## src/sv/vsl_pkg.sv

```systemverilog
// Shared types and constants for the vertex shade lighting block.
// No dependencies; used by vsl_div, vsl_dpath, vsl_ctrl and the top level.
`default_nettype none

package vsl_pkg;

    // Register indexes of the configuration port
    localparam logic [2:0] REG_ADDER    = 3'd0;
    localparam logic [2:0] REG_DIVIDER  = 3'd1;
    localparam logic [2:0] REG_DIR_X    = 3'd2;
    localparam logic [2:0] REG_DIR_Y    = 3'd3;
    localparam logic [2:0] REG_DIR_Z    = 3'd4;
    localparam logic [2:0] REG_BAKED_EN = 3'd5;

    localparam int unsigned CFG_IDX_W  = 3;
    localparam int unsigned CFG_DATA_W = 32;

    // Item command codes
    localparam logic CMD_LOAD_COL = 1'b0;
    localparam logic CMD_VERTEX   = 1'b1;

    // Column select that stores nothing
    localparam logic [1:0] SEL_NONE = 2'd3;

    localparam logic [12:0] SHADE_MAX   = 13'h1FFF;
    localparam int unsigned LIGHT_SHIFT = 16;
    localparam int unsigned DIV_STEPS   = 32;
    localparam int unsigned DIV_CNT_W   = $clog2(DIV_STEPS);

    // One input word as captured by the datapath
    typedef struct packed {
        logic               cmd;
        logic [1:0]         column_sel;
        logic signed [31:0] matrix_a;
        logic signed [31:0] matrix_b;
        logic signed [31:0] matrix_c;
        logic signed [15:0] normal_x;
        logic signed [15:0] normal_y;
        logic signed [15:0] normal_z;
        logic signed [15:0] baked_light;
    } t_item;

    // Controller to datapath commands
    typedef struct packed {
        logic load_in;
        logic mul_en;
        logic shade_en;
        logic div_start;
        logic vl_wr_zero;
        logic vl_wr_quo;
    } t_ctrl_cmd;

    // Datapath to controller status
    typedef struct packed {
        logic is_vertex;
        logic sel_ok;
        logic div_zero;
        logic out_free;
        logic div_busy;
        logic div_done;
    } t_dp_sts;

endpackage

`default_nettype wire

```

## src/sv/vsl_item_if.sv

```systemverilog
// Input channel of the vertex shade lighting block: valid/ready plus item payload.
// No dependencies.
`default_nettype none

interface vsl_item_if;
    logic               valid;
    logic               ready;
    logic               cmd;
    logic [1:0]         column_sel;
    logic signed [31:0] matrix_a;
    logic signed [31:0] matrix_b;
    logic signed [31:0] matrix_c;
    logic signed [15:0] normal_x;
    logic signed [15:0] normal_y;
    logic signed [15:0] normal_z;
    logic signed [15:0] baked_light;

    modport source (
        output valid, cmd, column_sel, matrix_a, matrix_b, matrix_c,
               normal_x, normal_y, normal_z, baked_light,
        input  ready
    );
    modport sink (
        input  valid, cmd, column_sel, matrix_a, matrix_b, matrix_c,
               normal_x, normal_y, normal_z, baked_light,
        output ready
    );
endinterface

`default_nettype wire

```

## src/sv/vsl_shade_if.sv

```systemverilog
// Output channel of the vertex shade lighting block: valid/ready plus shade.
// No dependencies.
`default_nettype none

interface vsl_shade_if;
    logic        valid;
    logic        ready;
    logic [12:0] shade;

    modport source (output valid, shade, input ready);
    modport sink   (input valid, shade, output ready);
endinterface

`default_nettype wire

```

## src/sv/vsl_div.sv

```systemverilog
// Radix-2 signed divider, one quotient bit per cycle, truncating toward zero.
// Depends on vsl_pkg.
`default_nettype none

module vsl_div (
    input  wire logic        i_clk,
    input  wire logic        i_rst_n,
    input  wire logic        i_start,
    input  wire logic [31:0] i_dividend,
    input  wire logic [31:0] i_divisor,
    output logic             o_busy,
    output logic             o_done,
    output logic [31:0]      o_quotient
);

    logic                           r_busy;
    logic                           r_done;
    logic [vsl_pkg::DIV_CNT_W-1:0] r_cnt;
    logic [31:0]                    r_rem;
    logic [31:0]                    r_quo;
    logic [31:0]                    r_den;
    logic                           r_neg;

    logic [31:0] abs_num;
    logic [31:0] abs_den;
    logic [32:0] rem_sh;
    logic [32:0] diff;
    logic        ge;
    logic        last;

    // Magnitudes; -2^31 maps to 2^31, which fits unsigned
    assign abs_num = i_dividend[31] ? (32'd0 - i_dividend) : i_dividend;
    assign abs_den = i_divisor[31]  ? (32'd0 - i_divisor)  : i_divisor;

    // One restoring step
    assign rem_sh = {r_rem, r_quo[31]};
    assign diff   = rem_sh - {1'b0, r_den};
    assign ge     = (rem_sh >= {1'b0, r_den});
    assign last   = (r_cnt == vsl_pkg::DIV_CNT_W'(vsl_pkg::DIV_STEPS - 1));

    // Control
    always_ff @(posedge i_clk) begin
        if (!i_rst_n) begin
            r_busy <= 1'b0;
            r_done <= 1'b0;
            r_cnt  <= '0;
        end else begin
            r_done <= r_busy && last;
            if (i_start) begin
                r_busy <= 1'b1;
                r_cnt  <= '0;
            end else if (r_busy) begin
                r_cnt <= r_cnt + 1'b1;
                if (last) begin
                    r_busy <= 1'b0;
                end
            end
        end
    end

    // Remainder and quotient shift registers
    always_ff @(posedge i_clk) begin
        if (i_start) begin
            r_rem <= '0;
            r_quo <= abs_num;
            r_den <= abs_den;
            r_neg <= i_dividend[31] ^ i_divisor[31];
        end else if (r_busy) begin
            r_rem <= ge ? diff[31:0] : rem_sh[31:0];
            r_quo <= {r_quo[30:0], ge};
        end
    end

    // Sign fix; the -2^31 / -1 case wraps naturally
    assign o_quotient = r_neg ? (32'd0 - r_quo) : r_quo;
    assign o_busy     = r_busy;
    assign o_done     = r_done;

endmodule

`default_nettype wire

```

## src/sv/vsl_dpath.sv

```systemverilog
// Datapath: configuration registers, view-light store, shared multipliers,
// shade sum and clamp, output register. Depends on vsl_pkg and vsl_div.
`default_nettype none

module vsl_dpath (
    input  wire logic                              i_clk,
    input  wire logic                              i_rst_n,
    input  wire vsl_pkg::t_ctrl_cmd                i_ctl,
    output vsl_pkg::t_dp_sts                       o_sts,
    input  wire logic                              i_cfg_we,
    input  wire logic [vsl_pkg::CFG_IDX_W-1:0]     i_cfg_idx,
    input  wire logic [vsl_pkg::CFG_DATA_W-1:0]    i_cfg_data,
    input  wire vsl_pkg::t_item                    i_item,
    output logic                                   o_shade_valid,
    output logic [12:0]                            o_shade,
    input  wire logic                              i_shade_ready
);

    // Configuration registers
    logic signed [31:0] r_adder;
    logic signed [31:0] r_divider;
    logic signed [31:0] r_dir_x;
    logic signed [31:0] r_dir_y;
    logic signed [31:0] r_dir_z;
    logic               r_baked_en;

    vsl_pkg::t_item     r_item;
    logic signed [31:0] r_vl [3];
    logic [31:0]        r_prod [3];
    logic               r_out_valid;
    logic [12:0]        r_shade;

    logic [31:0] op_a [3];
    logic [31:0] op_b [3];
    logic [31:0] dot;
    logic [15:0] sum16;
    logic [12:0] n_shade;
    logic        div_busy;
    logic        div_done;
    logic [31:0] quotient;

    always_ff @(posedge i_clk) begin
        if (!i_rst_n) begin
            r_adder    <= '0;
            r_divider  <= '0;
            r_dir_x    <= '0;
            r_dir_y    <= '0;
            r_dir_z    <= '0;
            r_baked_en <= 1'b0;
        end else if (i_cfg_we) begin
            case (i_cfg_idx)
                vsl_pkg::REG_ADDER:    r_adder    <= i_cfg_data;
                vsl_pkg::REG_DIVIDER:  r_divider  <= i_cfg_data;
                vsl_pkg::REG_DIR_X:    r_dir_x    <= i_cfg_data;
                vsl_pkg::REG_DIR_Y:    r_dir_y    <= i_cfg_data;
                vsl_pkg::REG_DIR_Z:    r_dir_z    <= i_cfg_data;
                vsl_pkg::REG_BAKED_EN: r_baked_en <= i_cfg_data[0];
                default: ;
            endcase
        end
    end

    // Captured input word
    always_ff @(posedge i_clk) begin
        if (i_ctl.load_in) begin
            r_item <= i_item;
        end
    end

    // Multiplier operands: normal x view light, or column x light direction
    always_comb begin
        if (r_item.cmd == vsl_pkg::CMD_VERTEX) begin
            op_a[0] = {{16{r_item.normal_x[15]}}, r_item.normal_x};
            op_a[1] = {{16{r_item.normal_y[15]}}, r_item.normal_y};
            op_a[2] = {{16{r_item.normal_z[15]}}, r_item.normal_z};
            op_b[0] = r_vl[0];
            op_b[1] = r_vl[1];
            op_b[2] = r_vl[2];
        end else begin
            op_a[0] = r_item.matrix_a;
            op_a[1] = r_item.matrix_b;
            op_a[2] = r_item.matrix_c;
            op_b[0] = r_dir_x;
            op_b[1] = r_dir_y;
            op_b[2] = r_dir_z;
        end
    end

    // Low 32 bits of each product are all that either path needs
    always_ff @(posedge i_clk) begin
        if (i_ctl.mul_en) begin
            for (int i = 0; i < 3; i++) begin
                r_prod[i] <= op_a[i] * op_b[i];
            end
        end
    end

    assign dot = r_prod[0] + r_prod[1] + r_prod[2];

    // Shade sum, low 16 bits only; dot[31:16] is the floor shift by 16
    always_comb begin
        if (r_baked_en) begin
            sum16 = r_adder[15:0] + r_item.baked_light;
        end else if (r_divider == '0) begin
            sum16 = r_adder[15:0];
        end else begin
            sum16 = r_adder[15:0] + dot[31:vsl_pkg::LIGHT_SHIFT];
        end
        if (sum16[15]) begin
            n_shade = '0;
        end else if (sum16[14:13] != 2'b00) begin
            n_shade = vsl_pkg::SHADE_MAX;
        end else begin
            n_shade = sum16[12:0];
        end
    end

    // Output register
    always_ff @(posedge i_clk) begin
        if (!i_rst_n) begin
            r_out_valid <= 1'b0;
        end else if (i_ctl.shade_en) begin
            r_out_valid <= 1'b1;
        end else if (i_shade_ready) begin
            r_out_valid <= 1'b0;
        end
    end

    always_ff @(posedge i_clk) begin
        if (i_ctl.shade_en) begin
            r_shade <= n_shade;
        end
    end

    vsl_div u_div (
        .i_clk      (i_clk),
        .i_rst_n    (i_rst_n),
        .i_start    (i_ctl.div_start),
        .i_dividend (dot),
        .i_divisor  (r_divider),
        .o_busy     (div_busy),
        .o_done     (div_done),
        .o_quotient (quotient)
    );

    // View-light store
    always_ff @(posedge i_clk) begin
        if (!i_rst_n) begin
            for (int i = 0; i < 3; i++) begin
                r_vl[i] <= '0;
            end
        end else begin
            for (int i = 0; i < 3; i++) begin
                if (r_item.column_sel == 2'(i)) begin
                    if (i_ctl.vl_wr_zero) begin
                        r_vl[i] <= '0;
                    end else if (i_ctl.vl_wr_quo) begin
                        r_vl[i] <= quotient;
                    end
                end
            end
        end
    end

    assign o_sts.is_vertex = (r_item.cmd == vsl_pkg::CMD_VERTEX);
    assign o_sts.sel_ok    = (r_item.column_sel != vsl_pkg::SEL_NONE);
    assign o_sts.div_zero  = (r_divider == '0);
    assign o_sts.out_free  = !r_out_valid || i_shade_ready;
    assign o_sts.div_busy  = div_busy;
    assign o_sts.div_done  = div_done;

    assign o_shade_valid = r_out_valid;
    assign o_shade       = r_shade;

endmodule

`default_nettype wire

```

## src/sv/vsl_ctrl.sv

```systemverilog
// Controller state machine: sequences capture, multiply, shade or divide.
// Depends on vsl_pkg.
`default_nettype none

module vsl_ctrl (
    input  wire logic               i_clk,
    input  wire logic               i_rst_n,
    input  wire logic               i_in_valid,
    output logic                    o_in_ready,
    input  wire vsl_pkg::t_dp_sts   i_sts,
    output vsl_pkg::t_ctrl_cmd      o_ctl
);

    localparam logic [1:0] ST_IDLE = 2'd0;
    localparam logic [1:0] ST_MUL  = 2'd1;
    localparam logic [1:0] ST_POST = 2'd2;
    localparam logic [1:0] ST_DIV  = 2'd3;

    logic [1:0] r_state;
    logic [1:0] n_state;

    always_comb begin
        n_state = r_state;
        o_ctl   = '0;
        case (r_state)
            ST_IDLE: begin
                if (i_in_valid) begin
                    o_ctl.load_in = 1'b1;
                    n_state       = ST_MUL;
                end
            end
            ST_MUL: begin
                o_ctl.mul_en = 1'b1;
                n_state      = ST_POST;
            end
            ST_POST: begin
                // Vertex waits for the output register; column picks its path
                if (i_sts.is_vertex) begin
                    if (i_sts.out_free) begin
                        o_ctl.shade_en = 1'b1;
                        n_state        = ST_IDLE;
                    end
                end else if (!i_sts.sel_ok) begin
                    n_state = ST_IDLE;
                end else if (i_sts.div_zero) begin
                    o_ctl.vl_wr_zero = 1'b1;
                    n_state          = ST_IDLE;
                end else begin
                    o_ctl.div_start = 1'b1;
                    n_state         = ST_DIV;
                end
            end
            ST_DIV: begin
                if (i_sts.div_done) begin
                    o_ctl.vl_wr_quo = 1'b1;
                    n_state         = ST_IDLE;
                end
            end
            default: begin
                n_state = ST_IDLE;
            end
        endcase
    end

    always_ff @(posedge i_clk) begin
        if (!i_rst_n) begin
            r_state <= ST_IDLE;
        end else begin
            r_state <= n_state;
        end
    end

    assign o_in_ready = (r_state == ST_IDLE);

endmodule

`default_nettype wire

```

## src/sv/vertex_shade_lighting_top.sv

```systemverilog
// Top level of the vertex shade lighting block: controller, datapath, ports.
// Depends on vsl_pkg, vsl_item_if, vsl_shade_if, vsl_ctrl, vsl_dpath.
`default_nettype none

// One word at a time. A vertex word holds the input side through capture,
// three shared 32x32 multipliers, and sum and clamp, and its shade enters
// the output register at the end of the sum stage. If that register
// still holds an earlier shade that the result side has not taken, the vertex
// waits at the sum stage until the register frees up. A column load holds the
// input side through capture and multiply, then through the 32-step radix-2
// divider that forms the view-light component. Loads with a zero divider or
// column select 3 skip the divider. A new word is accepted as soon as the
// previous one is done, even while its shade still waits in the output
// register. Configuration writes are registered and must be made while idle.
module vertex_shade_lighting_top (
    input  wire logic                              i_clk,
    input  wire logic                              i_rst_n,
    input  wire logic                              i_cfg_we,
    input  wire logic [vsl_pkg::CFG_IDX_W-1:0]     i_cfg_idx,
    input  wire logic [vsl_pkg::CFG_DATA_W-1:0]    i_cfg_data,
    vsl_item_if.sink                               i_item,
    vsl_shade_if.source                            o_result
);

    vsl_pkg::t_ctrl_cmd ctl;
    vsl_pkg::t_dp_sts   sts;
    vsl_pkg::t_item     item;
    logic               in_ready;

    // Pack the input payload
    assign item.cmd         = i_item.cmd;
    assign item.column_sel  = i_item.column_sel;
    assign item.matrix_a    = i_item.matrix_a;
    assign item.matrix_b    = i_item.matrix_b;
    assign item.matrix_c    = i_item.matrix_c;
    assign item.normal_x    = i_item.normal_x;
    assign item.normal_y    = i_item.normal_y;
    assign item.normal_z    = i_item.normal_z;
    assign item.baked_light = i_item.baked_light;

    assign i_item.ready = in_ready;

    vsl_ctrl u_ctrl (
        .i_clk      (i_clk),
        .i_rst_n    (i_rst_n),
        .i_in_valid (i_item.valid),
        .o_in_ready (in_ready),
        .i_sts      (sts),
        .o_ctl      (ctl)
    );

    vsl_dpath u_dpath (
        .i_clk         (i_clk),
        .i_rst_n       (i_rst_n),
        .i_ctl         (ctl),
        .o_sts         (sts),
        .i_cfg_we      (i_cfg_we),
        .i_cfg_idx     (i_cfg_idx),
        .i_cfg_data    (i_cfg_data),
        .i_item        (item),
        .o_shade_valid (o_result.valid),
        .o_shade       (o_result.shade),
        .i_shade_ready (o_result.ready)
    );

`ifndef SYNTHESIS
    // A shade is only written when the output register has room
    a_no_overwrite: assert property (@(posedge i_clk) disable iff (!i_rst_n)
        ctl.shade_en |-> sts.out_free)
        else $error("shade written over a pending result");

    // Quotient is stored only when the divider has just finished
    a_quo_on_done: assert property (@(posedge i_clk) disable iff (!i_rst_n)
        ctl.vl_wr_quo |-> sts.div_done)
        else $error("view light written without divider completion");

    // A started division is running on the next cycle
    a_div_runs: assert property (@(posedge i_clk) disable iff (!i_rst_n)
        ctl.div_start |=> sts.div_busy)
        else $error("divider did not start");

    // One word in flight: no acceptance right after an acceptance
    a_one_word: assert property (@(posedge i_clk) disable iff (!i_rst_n)
        (i_item.valid && in_ready) |=> !in_ready)
        else $error("second word accepted while busy");
`endif

endmodule

`default_nettype wire
```

## src/flat_wrapper.sv

```systemverilog
// flat-port wrapper written by rule: the top's interface ports become plain ports
module vertex_shade_lighting_top_flat 
  (i_clk, i_rst_n, i_cfg_we, i_cfg_idx, i_cfg_data, i_item_valid, i_item_cmd, i_item_column_sel, i_item_matrix_a, i_item_matrix_b, i_item_matrix_c, i_item_normal_x, i_item_normal_y, i_item_normal_z, i_item_baked_light, i_item_ready, o_result_valid, o_result_shade, o_result_ready);
  vsl_item_if i_item_i ();
  vsl_shade_if o_result_i ();
  input  wire logic i_clk;
  input  wire logic i_rst_n;
  input  wire logic i_cfg_we;
  input  wire logic [vsl_pkg::CFG_IDX_W-1:0] i_cfg_idx;
  input  wire logic [vsl_pkg::CFG_DATA_W-1:0] i_cfg_data;
  input wire logic [$bits(i_item_i.valid)-1:0] i_item_valid;
  input wire logic [$bits(i_item_i.cmd)-1:0] i_item_cmd;
  input wire logic [$bits(i_item_i.column_sel)-1:0] i_item_column_sel;
  input wire logic [$bits(i_item_i.matrix_a)-1:0] i_item_matrix_a;
  input wire logic [$bits(i_item_i.matrix_b)-1:0] i_item_matrix_b;
  input wire logic [$bits(i_item_i.matrix_c)-1:0] i_item_matrix_c;
  input wire logic [$bits(i_item_i.normal_x)-1:0] i_item_normal_x;
  input wire logic [$bits(i_item_i.normal_y)-1:0] i_item_normal_y;
  input wire logic [$bits(i_item_i.normal_z)-1:0] i_item_normal_z;
  input wire logic [$bits(i_item_i.baked_light)-1:0] i_item_baked_light;
  output wire logic [$bits(i_item_i.ready)-1:0] i_item_ready;
  output wire logic [$bits(o_result_i.valid)-1:0] o_result_valid;
  output wire logic [$bits(o_result_i.shade)-1:0] o_result_shade;
  input wire logic [$bits(o_result_i.ready)-1:0] o_result_ready;
  assign i_item_i.valid = i_item_valid;
  assign i_item_i.cmd = i_item_cmd;
  assign i_item_i.column_sel = i_item_column_sel;
  assign i_item_i.matrix_a = i_item_matrix_a;
  assign i_item_i.matrix_b = i_item_matrix_b;
  assign i_item_i.matrix_c = i_item_matrix_c;
  assign i_item_i.normal_x = i_item_normal_x;
  assign i_item_i.normal_y = i_item_normal_y;
  assign i_item_i.normal_z = i_item_normal_z;
  assign i_item_i.baked_light = i_item_baked_light;
  assign i_item_ready = i_item_i.ready;
  assign o_result_valid = o_result_i.valid;
  assign o_result_shade = o_result_i.shade;
  assign o_result_i.ready = o_result_ready;
  vertex_shade_lighting_top u_core (.i_clk(i_clk), .i_rst_n(i_rst_n), .i_cfg_we(i_cfg_we), .i_cfg_idx(i_cfg_idx), .i_cfg_data(i_cfg_data), .i_item(i_item_i), .o_result(o_result_i));
endmodule
```

## config.mk

```make
export PLATFORM = sky130hd
export DESIGN_NAME = vertex_shade_lighting_top_flat
export DESIGN_NICKNAME = d
export VERILOG_FILES = /design/src/sv/vsl_pkg.sv /design/src/sv/vsl_item_if.sv /design/src/sv/vsl_shade_if.sv /design/src/sv/vsl_div.sv /design/src/sv/vsl_dpath.sv /design/src/sv/vsl_ctrl.sv /design/src/sv/vertex_shade_lighting_top.sv /design/src/flat_wrapper.sv
export SDC_FILE = /design/constraint.sdc
export NUM_CORES = 2
export LEC_CHECK = 0
export BUFFER_PORTS_ARGS = -buffer_cell sky130_fd_sc_hd__buf_2
export CAP_MARGIN = 15
export CORE_MARGIN = 3
export CORE_UTILIZATION = 30
export DETAILED_ROUTE_END_ITERATION = 7
export SYNTH_ARGS = -nofsm -noshare
export SYNTH_HDL_FRONTEND = slang
export SYNTH_SLANG_ARGS = --single-unit
```

## constraint.sdc

```tcl
create_clock -name i_clk -period 20.6 [get_ports i_clk]
set_input_delay 1.03 -clock i_clk [delete_from_list [all_inputs] [get_ports i_clk]]
set_output_delay 1.03 -clock i_clk [all_outputs]
set_load 0.005 [all_outputs]
```

Word-level counts from Yosys, hierarchy flattened
Memories as Yosys holds them, arrays and structs flattened.
Cells that the tools add are included.
{"block": "totals", "memories": 2, "ram_bits": 192, "regBits": 428, "inputBits": 203, "out_inout_bits": 15, "word_cells": 147}
{"block": "classes", "mux": 65, "n_bitwise": 8, "mul": 3, "reduce_logical": 18, "n_addsub": 9, "n_eq_ne": 15, "n_lt_le_gt_ge": 1}
{"name": "u_core.u_dpath.r_prod", "words": 3, "word_bits": 32, "rd": 3, "rd_clocked_by_memory_dff": 0, "wr": 3, "line_no": "vsl_dpath.sv:29", "rtl": "logic [31:0] r_prod [3];"}
{"name": "u_core.u_dpath.r_vl", "words": 3, "word_bits": 32, "rd": 3, "rd_clocked_by_memory_dff": 0, "wr": 3, "line_no": "vsl_dpath.sv:28", "rtl": "logic signed [31:0] r_vl [3];"}
{"op": "$mux 32", "count": 11}
{"op": "$mux 96", "count": 2}
{"op": "$mul 32x32->32", "count": 3}
{"op": "$sub 1x32->32 const A", "count": 3}
{"op": "$add 32x32->32", "count": 2}
{"op": "$mux 1", "count": 38}
{"op": "$ge 33x32->1", "count": 1}
{"op": "$add 16x16->16", "count": 2}
{"op": "$logic_not 32->1", "count": 1}
{"op": "$mux 16", "count": 2}
{"op": "$sub 32x32->32", "count": 1}
{"op": "$mux 31", "count": 1}
{"op": "$mux 2", "count": 8}
{"op": "$mux 13", "count": 1}
{"op": "$reduce_and 2->1", "count": 6}
{"op": "$pmux 2 s4", "count": 1}
{"op": "$eq 2x2->1 const B", "count": 3}
{"op": "$eq 3x2->1 const B", "count": 2}
{"op": "$eq 3x3->1 const B", "count": 2}
{"op": "$ne 2x2->1 const B", "count": 3}
{"op": "$or 1x1->1", "count": 6}
{"op": "$reduce_bool 2->1", "count": 3}
{"op": "$add 5x1->5 const B", "count": 1}
{"op": "$eq 5x5->1 const B", "count": 1}
{"op": "other kinds (13)", "count": 15}

Depth between registers and ports, before layout
{"block": "depth", "depth_word": 11, "ltp_mapped": 35, "mapped_depth_nobuf": 28}

By module
A second synthesis with hierarchy kept.
{"block": "unflattened", "hier_cells": 7997, "hier_area_um2": 76819.9}
{"mod": "vsl_dpath", "cells_per_inst": 7090, "instances": 1, "seq_area_each_um2": 13973.4, "area_each_um2": 68884.8}
{"mod": "vsl_div", "cells_per_inst": 890, "instances": 1, "seq_area_each_um2": 2732.6, "area_each_um2": 7767.4}
{"mod": "vsl_ctrl", "cells_per_inst": 17, "instances": 1, "seq_area_each_um2": 40.0, "area_each_um2": 167.7}

Worst setup path before layout
Ideal clock, no wire load.
{"block": "synth_timing", "path_kind": "reg-to-reg", "startpoint": "register u_core.u_dpath.r_item (netlist bit u_core.u_dpath.o_sts[5])", "endpoint": "memory u_core.u_dpath.r_prod[2][30] (netlist: u_core.u_dpath.r_prod[0][94]) (data pin)", "setup_time_ps": 258, "stages_incl_launch_ff": 35, "arrival_ps": 8708, "n_path_buf": 8, "required_ps": 20342, "period_less_slack_ps": 8965, "setup_slack_ps": 11635, "cell_sequence": "edfxtp_1 > clkbuf_1 > clkbuf_1 > buf_2 > buf_2 > buf_2 > buf_2 > buf_2 > mux2i_1 > clkbuf_1 > nor2_1 > fa_1 > fa_1 > fa_1 > inv_1 > fa_1 > inv_1 > fa_1 > inv_1 > fa_1 > inv_1 > fa_1 > fa_1 > ha_1 > o21a_1 > o21ai_0 > a21oi_1 > o31a_1 > o41ai_1 > nor2b_1 > a221o_1 > nand4_1 > nand4_1 > a21oi_1 > xnor2_1"}
{"element": "start: declaration", "line_no": "vsl_dpath.sv:27", "rtl": "vsl_pkg::t_item r_item;"}
{"element": "start signal: assignment", "line_no": "vsl_dpath.sv:66", "rtl": "r_item <= i_item;"}
{"element": "end: declaration", "line_no": "vsl_dpath.sv:29"}

==> impl_metrics.csv <==
group,metric,value,unit
layout,multi_input_area,53800,um2
layout,seqCellArea,16700,um2
drt,viasPerCell,5.00,
floorplan,fp.coreArea,252000,um2
floorplan,fp.dieW,509,um
sta,period_needed,10.92,ns
floorplan,start_util,30.2,%
synthesis,synth_top_family_by_area,"adder cells",
drt,drt_iter0_markers,5187,
sta,fin_tns_setup,0,ns
layout,design_area,84300,um2
synthesis,synth_fa_ha_area_share,40.8,%
place,dp_cells,11300,
place,placed_area,81600,um2
synthesis,muxShareOfSynthArea,3.69,%
synthesis,mappedNetlistArea,76000,um2
status,status,"completed",
power,p_leak,37.5,nW
synthesis,synth_nets,9861,
sta,holdWs,0.467,ns
worst_setup_path,critPathRequiredTime,21.05,ns
synthesis,yosysSeqAreaShare,22.0,%
global_routing,grt_pass1_wl,391000,um
sta,max-slew-margin-rel,9.11,%
place,port_buffers,217,
drt,wl_met2,119000,um
synthesis,synth.largest_area_cell,"fa_1",
worst_setup_path,crit_type,"flop to flop",
clocking,tritoncts,"built",
sta,fmax,91.6,MHz
floorplan,fp.dieArea,260000,um2
synthesis,yosys_most_used_dff,"edfxtp_1",
worst_setup_path,startpoint_type,"flop",
synthesis,synth_compound_area_share,7.25,%
global_routing,grt_max_degree,80,
floorplan,io_pins,218,
place,dp_hpwl,208000,um
sta,setup_viol,0,
drt,vias,57500,
clocking,cts_sinks,620,
clocking,clk_pin_slew,0.06,ns
worst_setup_path,critPathSlowestCell,"buf_4",
sta,hold_viol,0,
layout,drive_above_1_share,9.22,%
synthesis,synth_cells,7933,
synthesis,synth_cell_type_count,88,
clocking,numCtsBuffers,75,
sta,final.period_utilization,53.0,%
sta,rsz0062_at_grt,"false",
run,drv_cap,0,
layout,fillers,25800,
clocking,clk_latency,0.74,ns
clocking,htree_num_levels,3,
global_routing,grt.total_usage,20.3,%
worst_setup_path,crit_arrival,11.37,ns
layout,nets,10000,
global_routing,antenna_found_initial,23,
worst_hold_path,hold_path.class,"input port to flop",
synthesis,synthArstFlopShare,0,%
sta,skew,0.0710,ns
drt,wl_per_cell,23.0,um
drt,wirelength,264000,um
synthesis,yosysTopAreaCellShare,33.1,%
worst_setup_path,worst_path_most_repeated_cell,"fa_1",
synthesis,synth_area_per_cell,9.59,um2
clocking,cts_root_buffer,"clkbuf_16",
clocking,clock_path_buffers,3,
power,ir_drop,213,uV
drt,drc,0,
drt,detail-route-antenna-nets,0,
sta,tightest_slew,1.36,ns
layout,fin_util,33.5,%
layout,areaGrowthSynthToFinish,10.8,%
synthesis,ys_ff_latch,620,
drt,wl_met3,24000,um
place,gp_congestion,0.951,
clocking,cts_resized,0,
power,power.density,167,nW/um2
synthesis,synth_xor_area_share,5.03,%
worst_setup_path,cp_max_fo,59,
global_routing,overflow,0,
global_routing,grt_pass1_vias,60300,
drt,routed.top_layer,"met5",
clocking,post-cts-setup-buffers,0,
sta,slew_viol_final,0,
synthesis,ys_warn_count,0,
floorplan,rows,184,
floorplan,die_h,509,um
synthesis,synth_edf_count,433,
synthesis,synth_area_leaders,"fa_1 (33%), edfxtp_1 (17%), ha_1 (7.7%)",
drt,drt-met1-wl,108000,um
clocking,hold_buffers,0,
layout,fin_cells,11500,
synthesis,yosys.area_share.simple,13.5,%
worst_setup_path,end_kind,"flop",
worst_setup_path,slowest_delay,0.90,ns
drt,dr.pass1.iters,6,
## per-layer routing
| metal | track usage (%) | vias up |
|---|---|---|
| met3 | 4.57 | 549 |
| met4 | 9.22 | 4 |
| met5 | 0 | - |
| met2 | 31.9 | 2603 |
| met1 | 26.7 | 29200 |
| li1 | - | 25100 |
## sequential cells by signal, indices dropped and copies added (netlist names), 5 cells and up
signal / count
u_core.u_dpath.u_div.r_cnt: 5
u_core.u_dpath.u_div.r_rem: 32
u_core.u_dpath.r_dir_y: 32
u_core.u_dpath.r_vl: 96
u_core.u_dpath.r_dir_x: 32
u_core.u_dpath.u_div.r_den: 32
u_core.u_dpath.r_prod: 96
u_core.u_dpath.r_item: 162
u_core.u_dpath.r_adder: 16
u_core.u_dpath.o_shade: 13
u_core.u_dpath.u_div.r_quo: 32
u_core.u_dpath.r_dir_z: 32
u_core.u_dpath.r_divider: 32
## cells in the final DEF, fill, tap and decap left out, drive strengths merged, types with 103 or more instances in the layout
| cell | n |
|---|---|
| dfxtp | 187 |
| xnor2 | 333 |
| edfxtp | 433 |
| mux2 | 115 |
| nand2 | 999 |
| fa | 1259 |
| buf | 369 |
| a21oi | 213 |
| nor2 | 1197 |
| a21boi | 152 |
| mux2i | 151 |
| o21ai | 138 |
| inv | 1245 |
| a21o | 103 |
| ha | 466 |
## worst max-delay path, delay by kind of cell (launching register included)
family	cells	cell delay [ns]
AOI/OAI and AO/OA	9	2.61
and+or+nand+nor	1	0.11
adders and majority gates	9	3.70
muxes	1	0.27
xor gates and xnor gates	1	0.07
buffers and inverters	9	3.49
DFF	1	0.32
## final timing paths
path | start | to | slack, ns | cells past startpoint
hold / removal | i_item_column_sel[1] | u_core.u_dpath.r_item[161]$_DFFE_PP_ | 0.47 | 1
hold reg to reg | u_core.u_dpath.r_dir_x[31]$_SDFFE_PN0P_ | u_core.u_dpath.r_dir_x[31]$_SDFFE_PN0P_ | 0.47 | 2
setup / recovery | u_core.u_dpath.o_sts[5]$_DFFE_PP_ | u_core.u_dpath.r_prod[0][31]$_DFFE_PN_ | 9.68 | 30
setup reg to reg | u_core.u_dpath.o_sts[5]$_DFFE_PP_ | u_core.u_dpath.r_prod[0][31]$_DFFE_PN_ | 9.68 | 30
## cell type report
class	instances	area share, %
clock buffers	97	2.46
well taps	3348	4.97
clock inverters	42	0.564
flip-flops and latches	620	19.9
inverters	1242	5.53
multi-input cells	5765	63.8
diodes	11	0.0327
repair buffers	371	2.75
## synth_stat cells, drive strengths merged (6+ instances only)
cell / n
a2111oi: 11
a211o: 9
a211oi: 39
a21boi: 152
a21o: 103
a21oi: 213
a31o: 6
a31oi: 20
and2: 37
and3: 22
buf: 50
clkbuf: 256
dfxtp: 187
edfxtp: 433
fa: 1259
ha: 466
inv: 1241
mux2: 115
mux2i: 151
nand2: 999
nand2b: 48
nand3: 31
nand3b: 7
nand4: 12
nor2: 1197
nor2b: 18
nor3: 37
nor4: 12
o21a: 25
o21ai: 138
o21bai: 25
o31ai: 34
o41ai: 13
or2: 43
or3: 27
or4: 8
xnor2: 333
xor2: 102
## power by group
part | total (mW) | internal [mW] | switching [mW]
combinational | 10.6 | 4.25 | 6.40
sequential | 2.01 | 1.83 | 0.176
clock | 1.38 | 0.774 | 0.603
total | 14.0 | 6.86 | 7.18
## kinds of logic after synthesis
family	Yosys count
muxes	266
adders and majority gates	1725
buffers and inverters	1548
AOI/OAI and AO/OA	829
DFF	620
xor gates and xnor gates	435
and+or+nand+nor	2510
## through the flow
step                      total power, mW  setup slack (ns)
final                                14.0              9.68
after global routing                 15.1              9.12
after CTS                            14.0              9.86
after detailed placement             12.5              9.91
after global placement               12.4             10.05
after floorplan                      9.32             11.63
(Power assumes the default switching activity.)
